**src/design/tdq_pkg.sv**
```systemverilog
package tdq_pkg;

  // request kinds on in_tuser
  localparam logic [1:0] REQ_ADD  = 2'd0;
  localparam logic [1:0] REQ_DEL  = 2'd1;
  localparam logic [1:0] REQ_EXP  = 2'd2;
  localparam logic [1:0] REQ_NONE = 2'd3;

  // result kinds on out_tuser
  localparam logic [1:0] KIND_STATUS = 2'd0;
  localparam logic [1:0] KIND_FIRED  = 2'd1;
  localparam logic [1:0] KIND_REPORT = 2'd2;

  // status codes
  localparam logic [1:0] ST_OK       = 2'd0;
  localparam logic [1:0] ST_BUSY     = 2'd1;
  localparam logic [1:0] ST_NOTFOUND = 2'd2;

  // most fired items per expire request
  localparam int MAX_FIRED = 16;

  // field widths
  localparam int SLOT_W = 4;
  localparam int TV_W   = 48;
  localparam int IV_W   = 32;

  // channel widths
  localparam int IN_DATA_W  = 88;
  localparam int IN_USER_W  = 2;
  localparam int OUT_DATA_W = 56;
  localparam int OUT_USER_W = 2;

  // one result item
  typedef struct packed {
    logic [1:0]        kind;
    logic [1:0]        status;
    logic [SLOT_W-1:0] slot;
    logic              earliest;
    logic [TV_W-1:0]   deadline;
    logic              empty;
    logic              last;
  } res_t;

endpackage

```
**src/design/timer_deadline_queue_unit.sv**
```systemverilog
// delete: no scan; the status result is registered in the push state once the output register is free
// add: one scan of the entry memory, then the result push; a busy or out-of-range slot skips the scan
// expire with F fired timers: F + 2 scans (F + 1 once F reaches MAX_FIRED) plus one push per
//   result; one read port sets every scan at one entry per cycle
// one item at a time; the next item is taken once the last result is registered
// reset is synchronous: valid marks clear at once, entry memory is undefined until written
module timer_deadline_queue_unit #(
  parameter int CAPACITY  = 16,
  parameter int TIME_BITS = 48
) (
  input  logic                              clk,
  input  logic                              rst_n,
  input  logic                              in_tvalid,
  output logic                              in_tready,
  // timer_slot [3:0], time_value [51:4], repeat_interval [83:52], zero fill [87:84]
  input  logic [tdq_pkg::IN_DATA_W-1:0]     in_tdata,
  // req_type [1:0]
  input  logic [tdq_pkg::IN_USER_W-1:0]     in_tuser,
  output logic                              out_tvalid,
  input  logic                              out_tready,
  // status_code [1:0], fired_slot [5:2], became_earliest [6], next_deadline [54:7],
  // queue_empty [55]
  output logic [tdq_pkg::OUT_DATA_W-1:0]    out_tdata,
  // result_kind [1:0]
  output logic [tdq_pkg::OUT_USER_W-1:0]    out_tuser,
  output logic                              out_tlast
);

  import tdq_pkg::*;

  localparam int IW = $clog2(CAPACITY);
  localparam int CW = $clog2(CAPACITY + 1);
  localparam int FW = $clog2(MAX_FIRED + 1);
  localparam int MW = TIME_BITS + IV_W;
  localparam int SW = ((TIME_BITS > IV_W) ? TIME_BITS : IV_W) + 1;

  localparam logic [2:0] S_IDLE = 3'd0;
  localparam logic [2:0] S_PUSH = 3'd1;
  localparam logic [2:0] S_ADD  = 3'd2;
  localparam logic [2:0] S_FIRE = 3'd3;
  localparam logic [2:0] S_UPD  = 3'd4;

  // control state
  logic [2:0]          state_r, state_nxt;
  logic [2:0]          ret_r, ret_nxt;
  logic [CAPACITY-1:0] valid_r, valid_nxt;
  logic [CAPACITY-1:0] taken_r, taken_nxt;
  logic [CW-1:0]       cnt_r, cnt_nxt;
  logic                dv_r, dv_nxt;
  logic                found_r, found_nxt;
  logic [FW-1:0]       nfired_r, nfired_nxt;
  logic                out_valid_r, out_valid_nxt;

  // payload
  logic [SLOT_W-1:0]    slot_r, slot_nxt;
  logic [TIME_BITS-1:0] tv_r, tv_nxt;
  logic [IV_W-1:0]      iv_r, iv_nxt;
  logic [IW-1:0]        didx_r, didx_nxt;
  logic [TIME_BITS-1:0] best_r, best_nxt;
  logic [IW-1:0]        bidx_r, bidx_nxt;
  res_t                 pend_r, pend_nxt;
  res_t                 out_r, out_nxt;

  // entry memory
  logic                 mem_we;
  logic [IW-1:0]        mem_waddr;
  logic [MW-1:0]        mem_wdata;
  logic [MW-1:0]        mem_rdata;
  logic [TIME_BITS-1:0] rd_dl;
  logic [IV_W-1:0]      rd_iv;

  // scan helpers
  logic                 scanning;
  logic                 scan_done;
  logic                 cand_ok;
  logic [TIME_BITS-1:0] cand_d;
  logic [SW-1:0]        upd_sum;
  logic [TIME_BITS-1:0] upd_dl;
  logic                 in_acc;
  logic                 slot_in_range;
  logic [IW-1:0]        in_idx;

  tdq_ram #(
    .WIDTH(MW),
    .DEPTH(CAPACITY)
  ) u_ram (
    .clk     (clk),
    .wr_en   (mem_we),
    .wr_addr (mem_waddr),
    .wr_data (mem_wdata),
    .rd_addr (cnt_r[IW-1:0]),
    .rd_data (mem_rdata)
  );

  assign rd_dl = mem_rdata[MW-1:IV_W];
  assign rd_iv = mem_rdata[IV_W-1:0];

  // saturating re-arm deadline
  assign upd_sum = SW'(tv_r) + SW'(rd_iv);
  assign upd_dl  = (|upd_sum[SW-1:TIME_BITS]) ? {TIME_BITS{1'b1}} : upd_sum[TIME_BITS-1:0];

  assign scanning  = (state_r == S_ADD) || (state_r == S_FIRE) || (state_r == S_UPD);
  assign scan_done = scanning && (cnt_r == CW'(CAPACITY)) && !dv_r;

  assign in_tready     = (state_r == S_IDLE);
  assign in_acc        = in_tvalid && in_tready;
  assign slot_in_range = (32'(in_tdata[SLOT_W-1:0]) < CAPACITY);
  assign in_idx        = IW'(in_tdata[SLOT_W-1:0]);

  always_comb begin
    state_nxt     = state_r;
    ret_nxt       = ret_r;
    valid_nxt     = valid_r;
    taken_nxt     = taken_r;
    cnt_nxt       = cnt_r;
    dv_nxt        = dv_r;
    found_nxt     = found_r;
    nfired_nxt    = nfired_r;
    out_valid_nxt = out_valid_r;
    slot_nxt      = slot_r;
    tv_nxt        = tv_r;
    iv_nxt        = iv_r;
    didx_nxt      = didx_r;
    best_nxt      = best_r;
    bidx_nxt      = bidx_r;
    pend_nxt      = pend_r;
    out_nxt       = out_r;
    mem_we        = 1'b0;
    mem_waddr     = didx_r;
    mem_wdata     = {upd_dl, rd_iv};
    cand_ok       = 1'b0;
    cand_d        = rd_dl;

    // read issue, one entry per cycle
    if (scanning) begin
      if (cnt_r != CW'(CAPACITY)) begin
        cnt_nxt  = cnt_r + CW'(1);
        dv_nxt   = 1'b1;
        didx_nxt = cnt_r[IW-1:0];
      end else begin
        dv_nxt = 1'b0;
      end
    end

    // data stage: pick the candidate of this entry
    if (dv_r) begin
      unique case (state_r)
        S_ADD: begin
          cand_ok = valid_r[didx_r];
        end
        S_FIRE: begin
          cand_ok = valid_r[didx_r] && !taken_r[didx_r] && (rd_dl <= tv_r);
        end
        S_UPD: begin
          if (taken_r[didx_r]) begin
            if (rd_iv == '0) begin
              valid_nxt[didx_r] = 1'b0;
            end else begin
              mem_we  = 1'b1;
              cand_ok = 1'b1;
              cand_d  = upd_dl;
            end
          end else begin
            cand_ok = valid_r[didx_r];
          end
        end
        default: begin
          cand_ok = 1'b0;
        end
      endcase
    end

    // running minimum, lowest slot wins ties
    if (cand_ok && (!found_r || (cand_d < best_r))) begin
      found_nxt = 1'b1;
      best_nxt  = cand_d;
      bidx_nxt  = didx_r;
    end

    // output register drains
    if (out_valid_r && out_tready) begin
      out_valid_nxt = 1'b0;
    end

    unique case (state_r)
      S_IDLE: begin
        if (in_acc) begin
          slot_nxt  = in_tdata[SLOT_W-1:0];
          tv_nxt    = TIME_BITS'(in_tdata[SLOT_W+TV_W-1:SLOT_W]);
          iv_nxt    = in_tdata[SLOT_W+TV_W+IV_W-1:SLOT_W+TV_W];
          cnt_nxt   = '0;
          dv_nxt    = 1'b0;
          found_nxt = 1'b0;
          pend_nxt  = '0;
          pend_nxt.kind = KIND_STATUS;
          pend_nxt.last = 1'b1;
          ret_nxt   = S_IDLE;
          unique case (in_tuser)
            REQ_ADD: begin
              if (!slot_in_range || valid_r[in_idx]) begin
                pend_nxt.status = ST_BUSY;
                state_nxt       = S_PUSH;
              end else begin
                state_nxt = S_ADD;
              end
            end
            REQ_DEL: begin
              if (slot_in_range && valid_r[in_idx]) begin
                valid_nxt[in_idx] = 1'b0;
                pend_nxt.status   = ST_OK;
              end else begin
                pend_nxt.status = ST_NOTFOUND;
              end
              state_nxt = S_PUSH;
            end
            REQ_EXP: begin
              taken_nxt  = '0;
              nfired_nxt = '0;
              state_nxt  = S_FIRE;
            end
            REQ_NONE: begin
              state_nxt = S_IDLE;
            end
            default: begin
              state_nxt = S_IDLE;
            end
          endcase
        end
      end

      S_ADD: begin
        if (scan_done) begin
          mem_we            = 1'b1;
          mem_waddr         = IW'(slot_r);
          mem_wdata         = {tv_r, iv_r};
          valid_nxt[IW'(slot_r)] = 1'b1;
          pend_nxt          = '0;
          pend_nxt.kind     = KIND_STATUS;
          pend_nxt.status   = ST_OK;
          pend_nxt.earliest = !found_r || (tv_r < best_r);
          pend_nxt.last     = 1'b1;
          ret_nxt           = S_IDLE;
          state_nxt         = S_PUSH;
        end
      end

      S_FIRE: begin
        if (scan_done) begin
          cnt_nxt   = '0;
          found_nxt = 1'b0;
          if (found_r) begin
            taken_nxt[bidx_r] = 1'b1;
            nfired_nxt        = nfired_r + FW'(1);
            pend_nxt          = '0;
            pend_nxt.kind     = KIND_FIRED;
            pend_nxt.slot     = SLOT_W'(bidx_r);
            pend_nxt.last     = 1'b0;
            ret_nxt   = (nfired_r == FW'(MAX_FIRED - 1)) ? S_UPD : S_FIRE;
            state_nxt = S_PUSH;
          end else begin
            state_nxt = S_UPD;
          end
        end
      end

      S_UPD: begin
        if (scan_done) begin
          pend_nxt          = '0;
          pend_nxt.kind     = KIND_REPORT;
          pend_nxt.deadline = found_r ? TV_W'(best_r) : '0;
          pend_nxt.empty    = !found_r;
          pend_nxt.last     = 1'b1;
          ret_nxt           = S_IDLE;
          state_nxt         = S_PUSH;
        end
      end

      S_PUSH: begin
        if (!out_valid_r || out_tready) begin
          out_nxt       = pend_r;
          out_valid_nxt = 1'b1;
          state_nxt     = ret_r;
        end
      end

      default: begin
        state_nxt = S_IDLE;
      end
    endcase
  end

  // control registers
  always_ff @(posedge clk) begin
    if (!rst_n) begin
      state_r     <= S_IDLE;
      ret_r       <= S_IDLE;
      valid_r     <= '0;
      taken_r     <= '0;
      cnt_r       <= '0;
      dv_r        <= 1'b0;
      found_r     <= 1'b0;
      nfired_r    <= '0;
      out_valid_r <= 1'b0;
    end else begin
      state_r     <= state_nxt;
      ret_r       <= ret_nxt;
      valid_r     <= valid_nxt;
      taken_r     <= taken_nxt;
      cnt_r       <= cnt_nxt;
      dv_r        <= dv_nxt;
      found_r     <= found_nxt;
      nfired_r    <= nfired_nxt;
      out_valid_r <= out_valid_nxt;
    end
  end

  // payload registers
  always_ff @(posedge clk) begin
    slot_r <= slot_nxt;
    tv_r   <= tv_nxt;
    iv_r   <= iv_nxt;
    didx_r <= didx_nxt;
    best_r <= best_nxt;
    bidx_r <= bidx_nxt;
    pend_r <= pend_nxt;
    out_r  <= out_nxt;
  end

  // result channel
  assign out_tvalid = out_valid_r;
  assign out_tuser  = out_r.kind;
  assign out_tlast  = out_r.last;
  assign out_tdata  = {out_r.empty, out_r.deadline, out_r.earliest, out_r.slot, out_r.status};

endmodule

```
**src/design/tdq_ram.sv**
```systemverilog
module tdq_ram #(
  parameter int WIDTH = 8,
  parameter int DEPTH = 16
) (
  input  logic                     clk,
  input  logic                     wr_en,
  input  logic [$clog2(DEPTH)-1:0] wr_addr,
  input  logic [WIDTH-1:0]         wr_data,
  input  logic [$clog2(DEPTH)-1:0] rd_addr,
  output logic [WIDTH-1:0]         rd_data
);

  logic [WIDTH-1:0] mem_r [DEPTH];
  logic [WIDTH-1:0] rdata_r;

  // one write port, one registered read port
  always_ff @(posedge clk) begin
    if (wr_en) begin
      mem_r[wr_addr] <= wr_data;
    end
    rdata_r <= mem_r[rd_addr];
  end

  assign rd_data = rdata_r;

endmodule

```
**config.mk**
```make
export PLATFORM = sky130hd
export DESIGN_NAME = timer_deadline_queue_unit
export DESIGN_NICKNAME = d
export VERILOG_FILES = /design/src/design/tdq_pkg.sv /design/src/design/timer_deadline_queue_unit.sv /design/src/design/tdq_ram.sv
export SDC_FILE = /design/constraint.sdc
export NUM_CORES = 2
export LEC_CHECK = 0
export ABC_AREA = 0
export ABC_CLOCK_PERIOD_IN_PS = 9200
export BUFFER_PORTS_ARGS = -buffer_cell sky130_fd_sc_hd__buf_4
export CAP_MARGIN = 20
export CORE_MARGIN = 1
export CORE_UTILIZATION = 55
export CTS_CLUSTER_DIAMETER = 50
export DETAILED_ROUTE_END_ITERATION = 8
export PLACE_DENSITY_LB_ADDON = 0.25
export SLEW_MARGIN = 15
export SYNTH_ARGS = -nofsm -noshare
export SYNTH_HDL_FRONTEND = slang
export SYNTH_SLANG_ARGS = --single-unit
```
**constraint.sdc**
```tcl
create_clock -name clk -period 9.2 [get_ports clk]
set_clock_uncertainty 0.05 [all_clocks]
set_input_delay 1.84 -clock clk [delete_from_list [all_inputs] [get_ports clk]]
set_output_delay 1.84 -clock clk [all_outputs]
set_load 0.05 [all_outputs]
```
==> summary.txt <==
Routing
  – DR DRC count: 0
  – Post-DRT Antenna Nets: 0
  – Vias: 36595
  – DRT Wirelength: 169000 um
  – DR vias/cell: 6.41
  – Pre-antenna DRT Iters: 5
  – WL per Instance: 29.7 um
  – Starting DRT DRC Count: 4544

Logic synthesis
  – Cell variety after synth: 87
  – Most area-consuming cells after synthesis: edfxtp_1, mux4_2, dfxtp_1
  – Mean Syn Cell Area: 18.3 sq um
  – Syn nets: 3968
  – Most common cell in the netlist: edfxtp_1
  – Seq/Total Area, Yosys: 0.720
  – Synthesis-stage register bit count: 1668
  – Main flop type after synthesis: edfxtp_1
  – Post-Syn Area: 0.0677 sq mm
  – Number of flops mapped to enable cells by yosys: 1538
  – Post-Syn Instances: 3692
  – Post-synth top area share: 0.682
  – Yosys warning count: 0
  – Async SR Flop Fraction: 0
  – Synth cell count leaders: edfxtp_1, mux4_2, nand2_1, ha_1, nor2_1
  – Area leader, netlist: edfxtp_1

Clocking
  – CTS buffer count: 171
  – Clock Latency Late Sink: 0.82 ns
  – Setup bufs post-CTS: 0
  – Reg clk slew, reported paths: 0.06 ns
  – Clk buf depth: 3
  – Number of gates resized after CTS: 0
  – # hold bufs at CTS: 0
  – Root buf cell: clkbuf_16
  – CTS tree: done
  – Clk sinks: 1668
  – Htree depth: 4

Run
  – Reported max-cap violation count: 0

Timing
  – Final Max Slew Viols: 0
  – Worst relative slew slack: 0.225
  – Hold Slack: 0.368 ns
  – Period minus WS final: 6.96 ns
  – Sum Neg Setup Slack: 0 ns
  – Slew @ Worst Pin: 1.16 ns
  – Final Setup Violations: 0
  – Max Freq: 0.144 GHz
  – RSZ-0062 raised after global routing: false
  – Hold Fails Final Rpt: 0
  – Period utilisation layout: 0.756

Global route
  – Initial antenna violation count: 7
  – Total global routing overflow: 0
  – Pin count of the biggest net entering global routing: 108
  – First-pass GRT wire length: 245000 um
  – Gr usage total: 0.274
  – Vias in the first global route: 35461

Worst hold path
  – Worst hold start: pend_r[7]
  – Min-delay worst type: flip-flop to flip-flop

Critical path
  – Slowest CP cell: nor2_1
  – Worst-path fanout max: 21
  – R2r startpoint: u_ram.rd_data[0]
  – CP arrival: 7.45 ns
  – Worst Setup SP: u_ram.rd_data[0]
  – Startpoint Class: flip-flop
  – Crit Path Category: flip-flop to flip-flop
  – Reg2reg setup slack: 2.24 ns
  – Worst path cell trace: ha_1 > fa_1 > a211oi_1 > o21ai_2 > o2111a_1 > o211ai_2 > a21oi_4 > nor2_1 > a311oi_1 > ha_1 > nand4_1 > or2_2 > nor4_1 > nand4_1 > nor4_1 > nand3_1 > o211a_2 > buf_4
  – Top delay family on crit path: simple AND/OR/NAND/NOR gates
  – Critical path buffers and inverters: 1
  – Worst Setup End Kind: flip-flop
  – Crit path required time: 9.69 ns
  – Critical Path Max Stage Delay: 0.88 ns

Power
  – Pwr Density: 217 mW/mm^2
  – Leakage power figure: 23.0 nW
  – Pwr Total: 0.0167 W
  – VDD IR max: 219 uV

Place
  – Routability Congestion: 0.971
  – DP Area: 0.0710 sq mm
  – Hpwl dp: 99400 um
  – I/O Buffers: 150

Die
  – Starting Density: 0.555
  – Rows: 128
  – I/O Pins: 155
  – DIE HEIGHT: 353 um
  – Die area: 0.125 sq mm
  – Total core area: 0.122 sq mm
  – Die Wd: 353 um

Layout
  – # fillers: 8472
  – Fraction of layout cells with a size suffix above 1: 0.237
  – Area grow syn2layout: 13.5%
  – NumNets Final: 4206
  – Fin area: 0.0769 sq mm

Run status
  – Status: completed
[per-stage QoR]
| step | utilization | cells | worst slack (ns) |
|---|---|---|---|
| 2_1_floorplan | - | 3692 | 2.35 |
| 3_3_place_gp | 0.581 | 5364 | 2.34 |
| 3_5_place_dp | 0.582 | 5370 | 2.36 |
| 4_1_cts | 0.629 | 5693 | 2.30 |
| 5_1_grt | 0.630 | 5705 | 2.06 |
| 6_report | 0.630 | 5707 | 2.24 |
[path summary, 6_finish.rpt]
kind	endpoint	cells after the start
setup / recovery	best_r[36]	18
hold reg to reg	out_tdata[12]	0
hold / removal	out_tdata[12]	0
setup reg to reg	best_r[36]	18
[kinds of logic after synthesis]
group           Yosys count  synth area share
flops                  1668             0.720
simple gates            653            0.0451
compound gates          447            0.0409
mux                     420             0.138
buf+inv                 277            0.0163
fa+ha+maj               182            0.0337
xor+xnor                 45           0.00582
[where the power goes]
| part | leakage, nW | internal (W) | total (W) | switching (W) |
|---|---|---|---|---|
| clock network | 2.76 | 0.00402 | 0.00696 | 0.00295 |
| registers | 13.3 | 0.00853 | 0.00864 | 0.000117 |
| logic | 7.03 | 0.000385 | 0.00109 | 0.000708 |
| total | 23.0 | 0.0129 | 0.0167 | 0.00377 |
[sequential cells by signal (all words and copies together), names as in the netlist, 5 cells and up]
name / cells
valid_r: 16
nfired_r: 5
cnt_r: 5
iv_r: 32
u_ram.mem_r: 1280
best_r: 48
pend_r: 59
u_ram.rd_data: 80
taken_r: 16
tv_r: 48
out_tdata: 56
[cell type report]
type	count	area (sq um)	share of cell area
multi-input combinational	1747	18100	0.235
clock buffer	244	4830	0.0628
sequential	1668	48800	0.635
tap	1625	2030	0.0264
timing repair buffer	225	1780	0.0232
inverter	117	442	0.00574
antenna	2	5.00	0.0000651
clock inverter	79	888	0.0116
[placed cells by master (no fill, tap or decap), drive strengths merged, types with 8 or more instances in the layout]
cell	instances
a211oi	17
a21o	23
a21oi	160
a31oi	43
and2	9
and3	20
buf	215
bufinv	11
clkbuf	254
clkinv	41
clkinvlp	9
dfxtp	130
edfxtp	1538
ha	181
inv	135
mux2i	8
mux4	411
nand2	226
nand2b	9
nand3	43
nand4	36
nor2	178
nor2b	16
nor3	69
nor4	14
o211ai	19
o21a	8
o21ai	106
xnor2	27
xor2	18
[layer usage]
metal / track usage / share of wire / up-vias
met2: 0.419 / 0.47 / 1880
met5: 0 / 0.00012 / -
met1: 0.410 / 0.42 / 19006
met4: 0.0873 / 0.026 / 4
met3: 0.0440 / 0.091 / 266
li1: - / - / 15439
No activity file was read; power rests on OpenSTA's default activity.
